--- config.mk ---
export PLATFORM = sky130hd
export DESIGN_NAME = bko_alpha_chain
export DESIGN_NICKNAME = d
export VERILOG_FILES = /design/src/bko_pkg.sv /design/src/bko_alpha_cell.sv /design/src/bko_alpha_chain.sv
export SDC_FILE = /design/constraint.sdc
export NUM_CORES = 1
export LEC_CHECK = 0
export ABC_AREA = 1
export BUFFER_PORTS_ARGS = -buffer_cell sky130_fd_sc_hd__buf_2
export CORE_MARGIN = 4
export CORE_UTILIZATION = 30
export CTS_BUF_LIST = sky130_fd_sc_hd__clkbuf_8 sky130_fd_sc_hd__clkbuf_16
export DETAILED_ROUTE_END_ITERATION = 10
export HOLD_SLACK_MARGIN = 0.06
export PLACE_DENSITY = 0.42
export SETUP_SLACK_MARGIN = 0.05
export SLEW_MARGIN = 25
export SYNTH_ARGS = -nofsm -noshare
export SYNTH_HDL_FRONTEND = slang
export SYNTH_SLANG_ARGS = --single-unit
--- constraint.sdc ---
create_clock -name clock -period 1.89 [get_ports clock]
set_input_delay 0.0945 -clock clock [delete_from_list [all_inputs] [get_ports clock]]
set_output_delay 0.0945 -clock clock [all_outputs]
set_load 0.1 [all_outputs]
--- src/bko_pkg.sv ---
// Shared constants, types and helpers for the B-spline knot insertion block.
// Used by the channel interfaces, the weight chain, the divider and the top level.
// Depends on nothing.
package bko_pkg;

   localparam int MAX_ORDER      = 8;
   localparam int MAX_OLD_POINTS = 64;
   localparam int MAX_NEW_KNOTS  = 128;
   localparam int OLD_KNOT_DEPTH = MAX_OLD_POINTS + MAX_ORDER;

   // One cell per weight slot plus one spare that absorbs the discarded entry.
   localparam int CHAIN_LEN = MAX_ORDER + 1;
   localparam int COORDS    = 4;

   localparam int OP_W       = 2;
   localparam int IDX_W      = 7;
   localparam int DATA_W     = 32;
   localparam int ORD_W      = 4;
   localparam int NPT_W      = 7;
   localparam int NKC_W      = 8;
   localparam int CSR_IDX_W  = 2;
   localparam int CSR_DATA_W = 8;

   localparam int OKA_W = $clog2(OLD_KNOT_DEPTH);
   localparam int NKA_W = $clog2(MAX_NEW_KNOTS);
   localparam int CPA_W = $clog2(MAX_OLD_POINTS);
   localparam int CNT_W = $clog2(CHAIN_LEN + 1);
   localparam int IX_W  = OKA_W + 2;
   localparam int TRM_W = 34;
   localparam int ACC_W = TRM_W + $clog2(MAX_ORDER) + 1;

   localparam logic signed [DATA_W-1:0] WEIGHT_ONE = 32'sh4000_0000;
   localparam logic signed [DATA_W-1:0] DATA_MAX   = 32'sh7fff_ffff;
   localparam logic signed [DATA_W-1:0] DATA_MIN   = 32'sh8000_0000;

   localparam logic [ORD_W-1:0] CURVE_ORDER_RESET     = 4'd4;
   localparam logic [NPT_W-1:0] OLD_POINT_COUNT_RESET = 7'd4;
   localparam logic [NKC_W-1:0] NEW_KNOT_COUNT_RESET  = 8'd8;

   localparam logic [CSR_IDX_W-1:0] CSR_CURVE_ORDER     = 2'd0;
   localparam logic [CSR_IDX_W-1:0] CSR_OLD_POINT_COUNT = 2'd1;
   localparam logic [CSR_IDX_W-1:0] CSR_NEW_KNOT_COUNT  = 2'd2;

   typedef enum logic [OP_W-1:0] {
      OP_LOAD_OLD   = 2'd0,
      OP_LOAD_NEW   = 2'd1,
      OP_LOAD_POINT = 2'd2,
      OP_COMPUTE    = 2'd3
   } op_type;

   typedef struct packed {
      logic init;
      logic shift;
   } chain_ctl_type;

   typedef struct packed {
      logic signed [DATA_W-1:0] x;
      logic signed [DATA_W-1:0] y;
      logic signed [DATA_W-1:0] z;
      logic signed [DATA_W-1:0] w;
   } point_type;

   function automatic logic signed [DATA_W-1:0] clip33(input logic signed [DATA_W:0] v);
      logic signed [DATA_W-1:0] r;
      if (v[DATA_W] != v[DATA_W-1]) begin
         r = v[DATA_W] ? DATA_MIN : DATA_MAX;
      end else begin
         r = v[DATA_W-1:0];
      end
      return r;
   endfunction

endpackage

--- src/bko_alpha_cell.sv ---
// One weight cell of the recurrence chain: holds a Q2.30 weight and takes its
// neighbor's value on a shift. Depends on bko_pkg.
module bko_alpha_cell (
   input  logic                              clock,
   input  bko_pkg::chain_ctl_type            ctl,
   input  logic signed [bko_pkg::DATA_W-1:0] init_value,
   input  logic signed [bko_pkg::DATA_W-1:0] shift_in,
   output logic signed [bko_pkg::DATA_W-1:0] value
);
   import bko_pkg::*;

   logic signed [DATA_W-1:0] value_ff;
   logic signed [DATA_W-1:0] value_in;

   always_comb begin
      value_in = value_ff;
      if (ctl.init) begin
         value_in = init_value;
      end else if (ctl.shift) begin
         value_in = shift_in;
      end
   end

   always_ff @(posedge clock) begin
      value_ff <= value_in;
   end

   assign value = value_ff;

endmodule

--- src/bko_alpha_chain.sv ---
// Row of weight cells. Each shift moves every weight one cell toward the head
// and enters a new weight at the tail. Depends on bko_pkg and bko_alpha_cell.
module bko_alpha_chain (
   input  logic                              clock,
   input  bko_pkg::chain_ctl_type            ctl,
   input  logic signed [bko_pkg::DATA_W-1:0] tail_in,
   output logic signed [bko_pkg::DATA_W-1:0] head
);
   import bko_pkg::*;

   logic signed [DATA_W-1:0] cell_value [CHAIN_LEN];

   for (genvar i = 0; i < CHAIN_LEN; i++) begin : g_cell
      logic signed [DATA_W-1:0] init_value;
      logic signed [DATA_W-1:0] shift_in;

      // The tail cell holds the weight of the highest slot, which starts at one.
      assign init_value = (i == CHAIN_LEN - 1) ? WEIGHT_ONE : '0;
      if (i == CHAIN_LEN - 1) begin : g_tail
         assign shift_in = tail_in;
      end else begin : g_body
         assign shift_in = cell_value[i + 1];
      end

      bko_alpha_cell u_cell (
         .clock      (clock),
         .ctl        (ctl),
         .init_value (init_value),
         .shift_in   (shift_in),
         .value      (cell_value[i])
      );
   end

   assign head = cell_value[0];

endmodule

## After elaboration in Yosys (flattened, before gate mapping)

Cells that the tools add are included.

| word-level totals | value |
|---|---|
| register bits | 288 |
| bits of input ports | 35 |
| output and inout port bits | 32 |
| logic and storage cells | 9 |

## Depth between registers and ports, before layout

| depth | value |
|---|---|
| depth in word-level cells | 0 |
| mapped depth | 6 |
| mapped depth without buffers | 4 |

## Modules after synthesis

Synthesis repeated with hierarchy kept, for this count alone.

| unflattened totals | value |
|---|---|
| cells, all modules | 1235 |
| area, all modules | 12619.6 sq um |

Modules (own cells, without submodules):

| module | sequential area each (sq um) | times used | area an instance (sq um) | cells an instance |
|---|---|---|---|---|
| bko_alpha_cell | 960.9 | 9 | 1401.3 | 137 |
| bko_alpha_chain | 0.0 | 1 | 7.5 | 2 |

## Least setup slack after synthesis

OpenSTA, ideal clock, no wires.

| timing | value |
|---|---|
| path kind | reg-to-reg |
| from | register g_cell[0].u_cell.value[21] (netlist name) |
| to | register g_cell[0].u_cell.value_ff[21] |
| required time | 1.825 ns |
| library setup time | 0.065 ns |
| path buffers | 0 |
| setup slack | 0.683 ns |
| period minus slack after synthesis | 1.207 ns |
| stages on the path, launching flop included | 3 |
| arrival | 1.142 ns |
| cells stage by stage | dfxtp_1 -> nor2_1 -> nor2_1 |

RTL lines:

| item | line | source |
|---|---|---|
| end signal: assignment | bko_alpha_cell.sv:25 | `value_ff <= value_in;` |
| end: declaration | bko_alpha_cell.sv:12 | `logic signed [DATA_W-1:0] value_ff;` |

==> results.ini <==
[outcome]
outcome=complete, no violations

[floorplanning]
initial_cell_density_of_the_core=0.303
fp.dieW_um=208
floorplan.rows=73
dieArea_um2=43300
fp.coreArea_um2=39600
die_height_um=208
ios=67

[place]
portBuffers=66
globalplace.congestion=0.685
detailedPlacementHpwl_mm=13.3

[critical_path]
timing.critical_path.fanout_max=19
reg2regPathDepth=4
worstSetupPathType=primary input to flip-flop
critical_path.reg2reg.endpoint=g_cell[1].u_cell.value[19]
critical_path.cell_chain=dlygate4sd3_1 -> buf_8 -> nand2_1 -> dlygate4sd3_1 -> nand2_1 -> dlygate4sd3_1 -> nor2_1
worst_path_largest_cell_delay_ns=0.56
worst_path_most_repeated_cell=sky130_fd_sc_hd__dlygate4sd3_1
critPathBufInv=4
critPathArrivalTime_ns=2.11
crit-reg2reg-launch=g_cell[2].u_cell.value[19]
startpoint=ctl[0]
required_ns=2.29
cp.depth=7
start_kind=primary input
crit_path_end_kind=flip-flop
critPathTopFamily=buffers and inverters
critical_path.slowest_cell=sky130_fd_sc_hd__dlygate4sd3_1
timing.critical_path.to=g_cell[8].u_cell.value[31]
r2r_setup_slack_ns=1.23

[drt]
avgViaCountPerCell=3.86
drt_pass1_iterations=4
post-route-drc-count=0
route.vias.total=9408
detail-route-antenna-nets=0
initial_drt_markers=284
wl_mm=21.9
wl_per_cell_um=9.00

[cells_and_area]
layout_commonest_cell=sky130_fd_sc_hd__nand2_1
diodes=0
final_net_count=1925
largest_register_ffs=288
fraction_of_final_layout_cells_with_drive_strength_greater_than_1=0.0711
final.fill_count=4555
area.growth.synth_to_final_pct=16.2
most-common-layout-cells=sky130_fd_sc_hd__nand2_1, sky130_fd_sc_hd__nor2_1, sky130_fd_sc_hd__inv_1

[pwr]
irDropWorstVdd_v=0.000424
static-leakage-power_nw=7.10
power.density_nw_per_um2=1040

[timing]
finClkSkew_ns=0.0134
finalWorstPathRequiredPeriod_ns=1.70
setup_viol_count_final=0
setup_tns_ns=0
fmaxAchievable_mhz=587
min_period_over_period=0.902
unrepaired_setup_endpoints_after_global_routing=false
worst_pin_slew_ns=0.524
timing.max_slew.rel_slack=0.651
final_hold_viol_count=0
finalHoldWorstSlack_ns=0.352
drv_slew=0

[clocking]
clk_latency_ns=0.50
postCtsSetupBuffers=0
cts_tree=yes
cts_buffers=35
cts.path.max_buffers=3
cts.repair.resized=0
numClockSinks=288
cts.clk_slew.worst_paths_ns=0.06
root_buffer=sky130_fd_sc_hd__clkbuf_16
htreeDepth=2

[global_route]
global_route_wire_length_before_repair_mm=40.1
antenna_found_initial=0
global_route.usage.met1=0.129
gr-usage-met2=0.180
met3_usage=0.0234
grt_remaining_overflow=0
vias_in_the_first_global_route=9152
most_crowded_layer_gr=met2
maximum_number_of_pins_on_one_net_before_global_route_repair=120
grt.total_usage=0.104

[logic_synthesis]
ys_seq_area_frac=0.480
average_footprint_of_a_synthesized_cell_um2=6.58
netlist-cell-type-count=11
mappedNetlistArea_um2=12000
synthCells=1823
synth-warning-count=0
synth_top_cells_by_area=sky130_fd_sc_hd__dfxtp_1, sky130_fd_sc_hd__nand2_1, sky130_fd_sc_hd__nor2_1
netlist.area_leader.share=0.480
syn-num-nets=1858
yosys_register_bits=288
synth.largest_area_cell=sky130_fd_sc_hd__dfxtp_1

[flow_run]
max_cap_viol_count=0

[hold_path]
hp-class=primary input to flip-flop
hp-start=tail_in[30]

==> layout make-up <==
| class | count | area [um^2] | area share |
|---|---|---|---|
| clock buffer | 44 | 1000 | 0.0717 |
| multi-input combinational | 1151 | 4320 | 0.310 |
| inverter | 289 | 1090 | 0.0783 |
| clock inverter | 15 | 67.6 | 0.00484 |
| tap | 525 | 657 | 0.0471 |
| sequential | 288 | 5770 | 0.413 |
| timing repair buffer | 125 | 1050 | 0.0750 |
==> Yosys cell counts <==
| master | number |
|---|---|
| sky130_fd_sc_hd__dfxtp_1 | 288 |
| sky130_fd_sc_hd__nand2_1 | 576 |
| sky130_fd_sc_hd__clkbuf_1 | 2 |
| sky130_fd_sc_hd__inv_1 | 288 |
| sky130_fd_sc_hd__buf_4 | 7 |
| sky130_fd_sc_hd__nor2_1 | 574 |
| sky130_fd_sc_hd__buf_6 | 55 |
| sky130_fd_sc_hd__buf_1 | 4 |
| sky130_fd_sc_hd__buf_2 | 27 |
| sky130_fd_sc_hd__nand3_1 | 1 |
| sky130_fd_sc_hd__clkinv_2 | 1 |
==> worst min-delay path by stage <==
stage,slack (ns),cells after the start,end
5_1_grt,0.38,4,g_cell[8].u_cell.value[30]
3_5_place_dp,0.32,3,g_cell[8].u_cell.value[30]
3_3_place_gp,0.32,3,g_cell[8].u_cell.value[30]
4_1_cts,0.31,4,g_cell[8].u_cell.value[30]
6_report,0.35,4,g_cell[8].u_cell.value[30]
2_1_floorplan,0.22,2,g_cell[8].u_cell.value[30]
==> stage by stage <==
step           worst slack (ns)  utilization  area (um^2)  instances  total power [mW]
3_3_place_gp              0.671        0.315        12500       2338              8.43
3_5_place_dp              0.669        0.315        12500       2338              8.44
4_1_cts                   0.214        0.352        13900       2437              14.8
6_report                  0.186        0.352        13900       2437              14.5
2_1_floorplan             0.683            -        12000       1823              8.18
5_1_grt                   0.134        0.352        13900       2437              15.3
==> worst register-to-register path, cell delays in order, from the launching register on <==
cell,delay [ns]
sky130_fd_sc_hd__dfxtp_1,0.34
sky130_fd_sc_hd__inv_1,0.05
sky130_fd_sc_hd__nand2_1,0.05
sky130_fd_sc_hd__nand2_1,0.07
sky130_fd_sc_hd__nor2_1,0.09
==> cell families (layout without fill, tap and decap cells) <==
| logic type | after synthesis | after routing | share of synthesized area |
|---|---|---|---|
| DFF | 288 | 288 | 0.480 |
| buffers and inverters | 384 | 473 | 0.160 |
| and+or+nand+nor | 1151 | 1151 | 0.360 |
==> where the power goes <==
group | switching, mW | internal [mW]
Combinational | 1.10 | 0.563
Clock | 2.45 | 3.70
Sequential | 0.186 | 6.47
Total | 3.73 | 10.7
==> layer usage <==
metal | wire length, um | vias up
li1 | - | 5289
met1 | 11100 | 3998
met2 | 9550 | 76
met3 | 797 | 45
met4 | 496 | 0
met5 | 0 | -
==> what timing repair did <==
item / 4_1_cts / 5_1_grt
hold buffers: 40 / 0
setup endpoints to repair: 0 / 0
endpoints found under the hold margin: 57 / 0
Power figures use the tool's default switching activity.
