**src/bko_pkg.sv**
```systemverilog
// Shared constants, types and helpers for the B-spline knot insertion block.
// Used by the channel interfaces, the weight chain, the divider and the top level.
// Depends on nothing.
package bko_pkg;

   localparam int MAX_ORDER      = 8;
   localparam int MAX_OLD_POINTS = 64;
   localparam int MAX_NEW_KNOTS  = 128;
   localparam int OLD_KNOT_DEPTH = MAX_OLD_POINTS + MAX_ORDER;

   // One cell per weight slot plus one spare that absorbs the discarded entry.
   localparam int CHAIN_LEN = MAX_ORDER + 1;
   localparam int COORDS    = 4;

   localparam int OP_W       = 2;
   localparam int IDX_W      = 7;
   localparam int DATA_W     = 32;
   localparam int ORD_W      = 4;
   localparam int NPT_W      = 7;
   localparam int NKC_W      = 8;
   localparam int CSR_IDX_W  = 2;
   localparam int CSR_DATA_W = 8;

   localparam int OKA_W = $clog2(OLD_KNOT_DEPTH);
   localparam int NKA_W = $clog2(MAX_NEW_KNOTS);
   localparam int CPA_W = $clog2(MAX_OLD_POINTS);
   localparam int CNT_W = $clog2(CHAIN_LEN + 1);
   localparam int IX_W  = OKA_W + 2;
   localparam int TRM_W = 34;
   localparam int ACC_W = TRM_W + $clog2(MAX_ORDER) + 1;

   localparam logic signed [DATA_W-1:0] WEIGHT_ONE = 32'sh4000_0000;
   localparam logic signed [DATA_W-1:0] DATA_MAX   = 32'sh7fff_ffff;
   localparam logic signed [DATA_W-1:0] DATA_MIN   = 32'sh8000_0000;

   localparam logic [ORD_W-1:0] CURVE_ORDER_RESET     = 4'd4;
   localparam logic [NPT_W-1:0] OLD_POINT_COUNT_RESET = 7'd4;
   localparam logic [NKC_W-1:0] NEW_KNOT_COUNT_RESET  = 8'd8;

   localparam logic [CSR_IDX_W-1:0] CSR_CURVE_ORDER     = 2'd0;
   localparam logic [CSR_IDX_W-1:0] CSR_OLD_POINT_COUNT = 2'd1;
   localparam logic [CSR_IDX_W-1:0] CSR_NEW_KNOT_COUNT  = 2'd2;

   typedef enum logic [OP_W-1:0] {
      OP_LOAD_OLD   = 2'd0,
      OP_LOAD_NEW   = 2'd1,
      OP_LOAD_POINT = 2'd2,
      OP_COMPUTE    = 2'd3
   } op_type;

   typedef struct packed {
      logic init;
      logic shift;
   } chain_ctl_type;

   typedef struct packed {
      logic signed [DATA_W-1:0] x;
      logic signed [DATA_W-1:0] y;
      logic signed [DATA_W-1:0] z;
      logic signed [DATA_W-1:0] w;
   } point_type;

   function automatic logic signed [DATA_W-1:0] clip33(input logic signed [DATA_W:0] v);
      logic signed [DATA_W-1:0] r;
      if (v[DATA_W] != v[DATA_W-1]) begin
         r = v[DATA_W] ? DATA_MIN : DATA_MAX;
      end else begin
         r = v[DATA_W-1:0];
      end
      return r;
   endfunction

endpackage

```
**src/bko_divider.sv**
```systemverilog
// Radix-2 restoring divider for one recurrence term: signed 64-bit product over
// a signed 33-bit knot span, truncated and saturated to 32 bits. Depends on bko_pkg.
module bko_divider (
   input  logic                              clock,
   input  logic                              reset,
   input  logic                              start,
   input  logic signed [2*bko_pkg::DATA_W-1:0] dividend,
   input  logic signed [bko_pkg::DATA_W:0]   divisor,
   output logic                              done,
   output logic signed [bko_pkg::DATA_W-1:0] quotient
);
   import bko_pkg::*;

   typedef enum logic [1:0] {D_IDLE, D_CHECK, D_RUN, D_FIN} dstate_type;

   localparam logic [DATA_W-1:0] NEG_LIMIT = 32'h8000_0000;

   dstate_type                 state_ff, state_in;
   logic [2*DATA_W-1:0]        np_ff, np_in;
   logic [DATA_W:0]            ns_ff, ns_in;
   logic                       neg_ff, neg_in;
   logic                       zero_ff, zero_in;
   logic [DATA_W+1:0]          rem_ff, rem_in;
   logic [DATA_W-1:0]          quo_ff, quo_in;
   logic [$clog2(DATA_W)-1:0]  cnt_ff, cnt_in;
   logic signed [DATA_W-1:0]   quot_ff, quot_in;
   logic                       done_ff, done_in;

   logic [DATA_W+1:0]          rem_shift;
   logic                       fits;

   always_comb begin
      state_in  = state_ff;
      np_in     = np_ff;
      ns_in     = ns_ff;
      neg_in    = neg_ff;
      zero_in   = zero_ff;
      rem_in    = rem_ff;
      quo_in    = quo_ff;
      cnt_in    = cnt_ff;
      quot_in   = quot_ff;
      done_in   = 1'b0;
      rem_shift = {rem_ff[DATA_W:0], quo_ff[DATA_W-1]};
      fits      = rem_shift >= {1'b0, ns_ff};

      unique case (state_ff)
         D_IDLE: begin
            if (start) begin
               np_in    = dividend[2*DATA_W-1] ? 64'(-dividend) : 64'(dividend);
               ns_in    = divisor[DATA_W] ? 33'(-divisor) : 33'(divisor);
               neg_in   = dividend[2*DATA_W-1] ^ divisor[DATA_W];
               zero_in  = divisor == '0;
               state_in = D_CHECK;
            end
         end
         D_CHECK: begin
            // A quotient of 2^32 or more saturates without iterating.
            if (zero_ff) begin
               quot_in  = '0;
               done_in  = 1'b1;
               state_in = D_IDLE;
            end else if ({1'b0, np_ff} >= {ns_ff, {DATA_W{1'b0}}}) begin
               quot_in  = neg_ff ? DATA_MIN : DATA_MAX;
               done_in  = 1'b1;
               state_in = D_IDLE;
            end else begin
               rem_in   = {2'b00, np_ff[2*DATA_W-1:DATA_W]};
               quo_in   = np_ff[DATA_W-1:0];
               cnt_in   = '1;
               state_in = D_RUN;
            end
         end
         D_RUN: begin
            rem_in = fits ? rem_shift - {1'b0, ns_ff} : rem_shift;
            quo_in = {quo_ff[DATA_W-2:0], fits};
            cnt_in = cnt_ff - 1'b1;
            if (cnt_ff == '0) begin
               state_in = D_FIN;
            end
         end
         D_FIN: begin
            if (!neg_ff) begin
               quot_in = quo_ff[DATA_W-1] ? DATA_MAX : quo_ff;
            end else begin
               quot_in = (quo_ff > NEG_LIMIT) ? DATA_MIN : -quo_ff;
            end
            done_in  = 1'b1;
            state_in = D_IDLE;
         end
         default: state_in = D_IDLE;
      endcase
   end

   always_ff @(posedge clock) begin
      if (reset) begin
         state_ff <= D_IDLE;
         done_ff  <= 1'b0;
      end else begin
         state_ff <= state_in;
         done_ff  <= done_in;
      end
      np_ff   <= np_in;
      ns_ff   <= ns_in;
      neg_ff  <= neg_in;
      zero_ff <= zero_in;
      rem_ff  <= rem_in;
      quo_ff  <= quo_in;
      cnt_ff  <= cnt_in;
      quot_ff <= quot_in;
   end

   assign done     = done_ff;
   assign quotient = quot_ff;

endmodule
```
**config.mk**
```make
export PLATFORM = sky130hd
export DESIGN_NAME = bko_divider
export DESIGN_NICKNAME = d
export VERILOG_FILES = /design/src/bko_pkg.sv /design/src/bko_divider.sv
export SDC_FILE = /design/constraint.sdc
export NUM_CORES = 1
export LEC_CHECK = 0
export BUFFER_PORTS_ARGS = -buffer_cell sky130_fd_sc_hd__buf_2
export CAP_MARGIN = 20
export CORE_MARGIN = 2
export CORE_UTILIZATION = 35
export DETAILED_ROUTE_END_ITERATION = 10
export SETUP_SLACK_MARGIN = 0.05
export SLEW_MARGIN = 20
export SYNTH_ARGS = -nofsm -noshare
export SYNTH_HDL_FRONTEND = slang
export SYNTH_SLANG_ARGS = --single-unit
```
**constraint.sdc**
```tcl
create_clock -name clock -period 13 [get_ports clock]
set_input_delay 0.65 -clock clock [delete_from_list [all_inputs] [get_ports clock]]
set_output_delay 0.65 -clock clock [all_outputs]
set_load 0.005 [all_outputs]
```
== Word level (Yosys, flattened, before mapping) ==
Cells that the tools add are included.

* Bitwise gates (word level): 1
* Add/subtract/negate cells: 5
* Mux-type cells: 27
* Equality and inequality tests: 8
* Order comparisons: 3
* Reductions and logical operators: 9

{| class="wikitable"
|+ Operators by type and width
! cell !! count
|-
| 2-to-1 mux 32 bit || 8
|-
| case mux 32 bit (2 select lines) || 2
|-
| 2-to-1 mux 33 bit || 3
|-
| case mux 33 bit (2 select lines) || 1
|-
| greater-or-equal comparator 64 x 65 -> 1 bit || 1
|-
| negation 64 bit || 1
|-
| 2-to-1 mux 63 bit || 1
|-
| greater-or-equal comparator 34 x 33 -> 1 bit || 1
|-
| zero test 33 bit || 1
|-
| negation 33 bit || 1
|-
| subtractor 33 bit || 1
|-
| greater-than comparator 32 bit, second input constant || 1
|-
| negation 32 bit || 1
|-
| 2-to-1 mux 31 bit || 1
|-
| 2-to-1 mux 5 bit || 2
|-
| case mux 5 bit (2 select lines) || 1
|-
| 2-to-1 mux 2 bit || 4
|-
| != test 2 bit, second input constant || 4
|-
| case mux 2 bit (4 select lines) || 1
|-
| AND reduction 2 bit || 3
|-
| zero test 5 bit || 1
|-
| subtractor 5 x 1 -> 5 bit, second input constant || 1
|-
| equality test 2 bit, second input constant || 2
|-
| nonzero test 2 bit || 2
|-
| 7 further kinds || 8
|}

* Word-level logic and storage cells: 65
* Input port bits: 100
* Flip-flop bits (word level): 204

== Longest topological paths before layout ==
* Depth in word-level cells: 4
* Mapped depth: 14

== Worst setup path after synthesis ==
No wires, ideal clock.

* Path kind: input -> register
* Start point: input start
* End point: register neg_ff, enable pin
* Arrival: 7.755 ns
* Stages on the path: 1
* Buffers on the path: 0
* Library setup time: 0.698 ns
* Setup slack: 4.547 ns
* Cells stage by stage: nor3b_1

* Cells in the longest elaborated chain, start to end: 1

{| class="wikitable"
|+ RTL lines
! item !! line !! RTL
|-
| start: declaration || bko_divider.sv:6 || <nowiki>input logic start,</nowiki>
|-
| AND reduction 2 bit (no source line) || -- ||
|-
| end signal: assignment || bko_divider.sv:104 || <nowiki>neg_ff <= neg_in;</nowiki>
|-
| end: declaration || bko_divider.sv:21 || <nowiki>logic neg_ff, neg_in;</nowiki>
|}

Every way passes these cells.
A chain may end at the register's enable or synchronous reset.

== Final worst setup path ==
* Start point: register quo_ff[0]
* End point: register quot_ff[28], in the netlist quotient[28] (data pin)

* Cells in the longest elaborated chain, start to end: 4
* Elaborated cells between the ends (all ways): 5
* Those cells by class: add/sub (1); order compare (1); mux (3)

{| class="wikitable"
|+ RTL lines
! item !! line !! RTL
|-
| start: declaration || bko_divider.sv:24 || <nowiki>logic [DATA_W-1:0] quo_ff, quo_in;</nowiki>
|-
| start signal: assignment || bko_divider.sv:107 || <nowiki>quo_ff <= quo_in;</nowiki>
|-
| negation 32 bit / greater-than comparator 32 bit (equally long branches) || bko_divider.sv:85 || <nowiki>quot_in = (quo_ff > NEG_LIMIT) ? DATA_MIN : -quo_ff;</nowiki>
|-
| 2-to-1 mux 32 bit (*) || bko_divider.sv:85 ||
|-
| 2-to-1 mux 32 bit (*) || bko_divider.sv:82 || <nowiki>if (!neg_ff) begin</nowiki>
|-
| case mux 32 bit (2 select lines) (*) || bko_divider.sv:46 || <nowiki>unique case (state_ff)</nowiki>
|-
| via quot_in[28] || bko_divider.sv:26 || <nowiki>logic signed [DATA_W-1:0] quot_ff, quot_in;</nowiki>
|-
| end signal: assignment || bko_divider.sv:109 || <nowiki>quot_ff <= quot_in;</nowiki>
|-
| end: declaration || bko_divider.sv:26 ||
|}

The timed path passes the listed nets; every way through them passes the cells marked *.

==> impl_results.md <==
* Result of the run: finished clean
* Detailed-route DRC error count at 0
* Core Rows at 70
* Kind of end point of the critical path: flop
* RSZ-0062 raised after global routing: no
* Leak Pwr at ~0.0057 uW
* Distinct cells, synth at 60
* Net count, final at approximately 1600
* Global-route usage over all layers at approximately 17%
* Post-Place Setup Slack at 8.84 ns
* Minimum clock period after layout at about 4.2 ns
* Final worst-path cycle share at 32.1%
* Vias after detailed routing at between 10000 and 15000
* Crit-path cells: inv_1, ha_1, or3b_2, or3_1, nor4_1, and4_1, o21ba_2, nand2_1, buf_4, o311ai_0
* Wire length on met1 at 17000 um
* Number of gates given a new drive strength after cts at 0
* Adder-Cell Fraction of Synth Area at 6.91%
* Post-synth net total at 1505
* Startpoint type of the worst setup path: flop
* Max Cap Viol at 0
* Buffers on Ports at around 130
* Post-Route Setup TNS at 0 ns
* Synth Area in Compound Gates at 16.3%
* Worst rel slew slack at approximately 28%
* Pwr per Cell Area at 126 nW/um2
* Final setup viols at 0
* Synthesized area at 13000 um2
* Most numerous cell in the Yosys netlist: sky130_fd_sc_hd__nand2_1
* Ys async rst share at 0%
* WP data required at about 13 ns
* EDFF count, synth at about 200
* Sink count of the clock tree at between 200 and 250
* Met2 routed WL at roughly 15000 um
* Number of synthesized register bits at 204
* Setup Skew at 0.0199 ns
* Wire length reported by the detailed router at between 30000 and 40000 um
* Number of H-tree branching levels at 1
* Hold-fix buffer count after cts at 0
* Primary FF master, synth: sky130_fd_sc_hd__edfxtp_1
* Vias in the first global route at roughly 9900
* Number of nets with antenna violations after detailed routing at 0
* Fin worst setup slack at approximately 8.8 ns
* Routed length per instance at about 18 um
* Slew at the pin with the worst max-slew slack at 1.08 ns
* Top cell type's share of synthesized area at between 40% and 50%
* Clock transition at the registers of the reported paths at 0.06 ns
* Maximum ir drop on the vdd rail at 0.0865 mV
* Highest metal layer used by the detailed router: met5
* Maximum achievable frequency at around 240 MHz
* Maximum clock insertion buffer count at 3
* Critical Path AT at roughly 4.4 ns
* Max-slew violation total from the final report at 0
* Total count of hold-check failures in the final report at 0
* Clock tree from TritonCTS: done
* Post-CTS setup buffer count at 0
* Detailed placer's ending HPWL at between 20000 and 30000 um
* Cell family with the largest share of critical-path delay: simple AND/OR/NAND/NOR gates
* Cells taking the most area after synthesis: sky130_fd_sc_hd__edfxtp_1, sky130_fd_sc_hd__ha_1, sky130_fd_sc_hd__xnor2_1
* Slowest CP cell: sky130_fd_sc_hd__or3b_2
* Router iterations before antenna repair at 5
* Die area at just under 40000 um2
* Floorplan die width at roughly 200 um
* Total global routing overflow at 0
* Most instantiated cells after synthesis: sky130_fd_sc_hd__nand2_1, sky130_fd_sc_hd__edfxtp_1, sky130_fd_sc_hd__o21ai_0
* Basic-gate share of the synthesized area counting and, or, nand and nor cells at between 15 and 20%
* Post-detailed-route via-to-cell ratio at ~5.4
* Placeable Area at between 30000 and 40000 um2
* Multiplexer share of the synthesized area at less than 1%
* Routability cong. at approximately 0.85
* Clock buffers created by TritonCTS at 24
* Area delta synth->final at 15.0%
* Largest net degree at the start of global routing at 99
* Routed length on met3 at between 1500 and 2000 um
* Effective utilization at floorplan at approximately 35%
* First-pass GRT wire length at about 54000 um
* Post-Syn Instances at between 1000 and 1500
* Post-synth top area cell: sky130_fd_sc_hd__edfxtp_1
* Ports placed on the boundary at about 130
* Maximum single-stage delay on the critical path at roughly 0.5 ns
* Later-pin clock latency in the skew report at between 0.5 and 0.6 ns
* Initial antenna violation count at 2
* Fraction of synthesized cell area in xor and xnor cells at ~8.0%
* Share of cells above drive strength 1 at a little over an eighth
* Maximum fanout along the worst path at 26
* Buffer cell driving the clock tree root: sky130_fd_sc_hd__clkbuf_16
* Die outline height at roughly 200 um
* CP bufs+invs at 2
* Category of the critical setup timing path: reg2reg
* Combinational family with the most area after synthesis: simple AND/OR/NAND/NOR gates
* End-of-flow core utilization at 40.8%
* Synthesized area per cell at 9.71 um2
* Yosys Warn Count at 0
* DRC marker count from the first detailed-route iteration at between 700 and 800
* Sequential cell area fraction in the yosys report at 47.0%
* Type of the most critical hold path: in2reg
## flip-flops by register name, indices dropped and copies added, names as in the netlist, 5 cells and up, named ones only
name,cells
rem_ff,33
np_ff,64
quotient,32
ns_ff,33
quo_ff,32
cnt_ff,5
## cell type report
class                   instances  area [um2]
diodes                          1        2.50
multi-input cells            1027        6500
repair buffers                141         728
flip-flops and latches        204        6100
clock inverters                16         161
inverters                      51         191
clock buffers                  27         633
fillers                      3585       21600
well taps                     468         586
## stage by stage
step	area, um2	cells	power (uW)	hold slack, ns
floorplan	13000	1334	1090	0.517
global placement	14100	1891	1200	0.533
detailed placement	14100	1891	1210	0.532
CTS	14900	1934	1900	0.328
global route	14900	1935	1970	0.360
finish	14900	1935	1880	0.354
## layout by cell type, fill, tap and decap left out, drive strengths merged, types with 11 or more instances in the layout
cell / count
a21o: 34
a21oi: 78
buf: 141
clkbuf: 27
edfxtp: 201
ha: 70
inv: 52
nand2: 219
nand2b: 12
nand3: 31
nand4: 19
nor2: 66
nor2b: 11
nor3: 37
nor4: 17
o21ai: 113
o311ai: 15
o31ai: 31
o41ai: 19
or2: 11
or3: 25
or4: 14
xnor2: 98
xor2: 20
## worst register-to-register path, cell delays in order (launching register included)
cell                       delay [ns]
sky130_fd_sc_hd__edfxtp_1        0.44
sky130_fd_sc_hd__inv_1           0.11
sky130_fd_sc_hd__ha_1            0.19
sky130_fd_sc_hd__or3b_2          0.50
sky130_fd_sc_hd__or3_1           0.39
sky130_fd_sc_hd__nor4_1          0.40
sky130_fd_sc_hd__and4_1          0.28
sky130_fd_sc_hd__o21ba_2         0.24
sky130_fd_sc_hd__nand2_1         0.46
sky130_fd_sc_hd__buf_4           0.41
sky130_fd_sc_hd__o311ai_0        0.49
## kinds of logic after synthesis
kind of cell / after synthesis
AND/OR/NAND/NOR: 492
AO/OA/AOI/OAI: 338
flip-flops: 204
XOR/XNOR: 118
buffers and inverters: 103
adder cells (fa/ha/maj): 71
multiplexers: 8
## metal layers
layer  vias up  track usage [%]
li1       5175                -
met4         2             4.63
met1      5027             25.6
met3        46             2.38
met5         -                0
met2       249             27.2
## final timing paths
path	from	end	slack (ns)	cells after the start
worst max register to register	quo_ff[0]	quotient[28]	8.83	10
worst min register to register	np_ff[24]	quo_ff[24]	0.55	2
worst max-delay path	quo_ff[0]	quotient[28]	8.83	10
worst min-delay path	reset	state_ff[0]	0.35	2
## power breakdown
group	internal [uW]	switching, uW	total, uW
clock network	409	272	681
registers	796	37.1	833
logic	143	225	368
(Power assumes the default switching activity.)
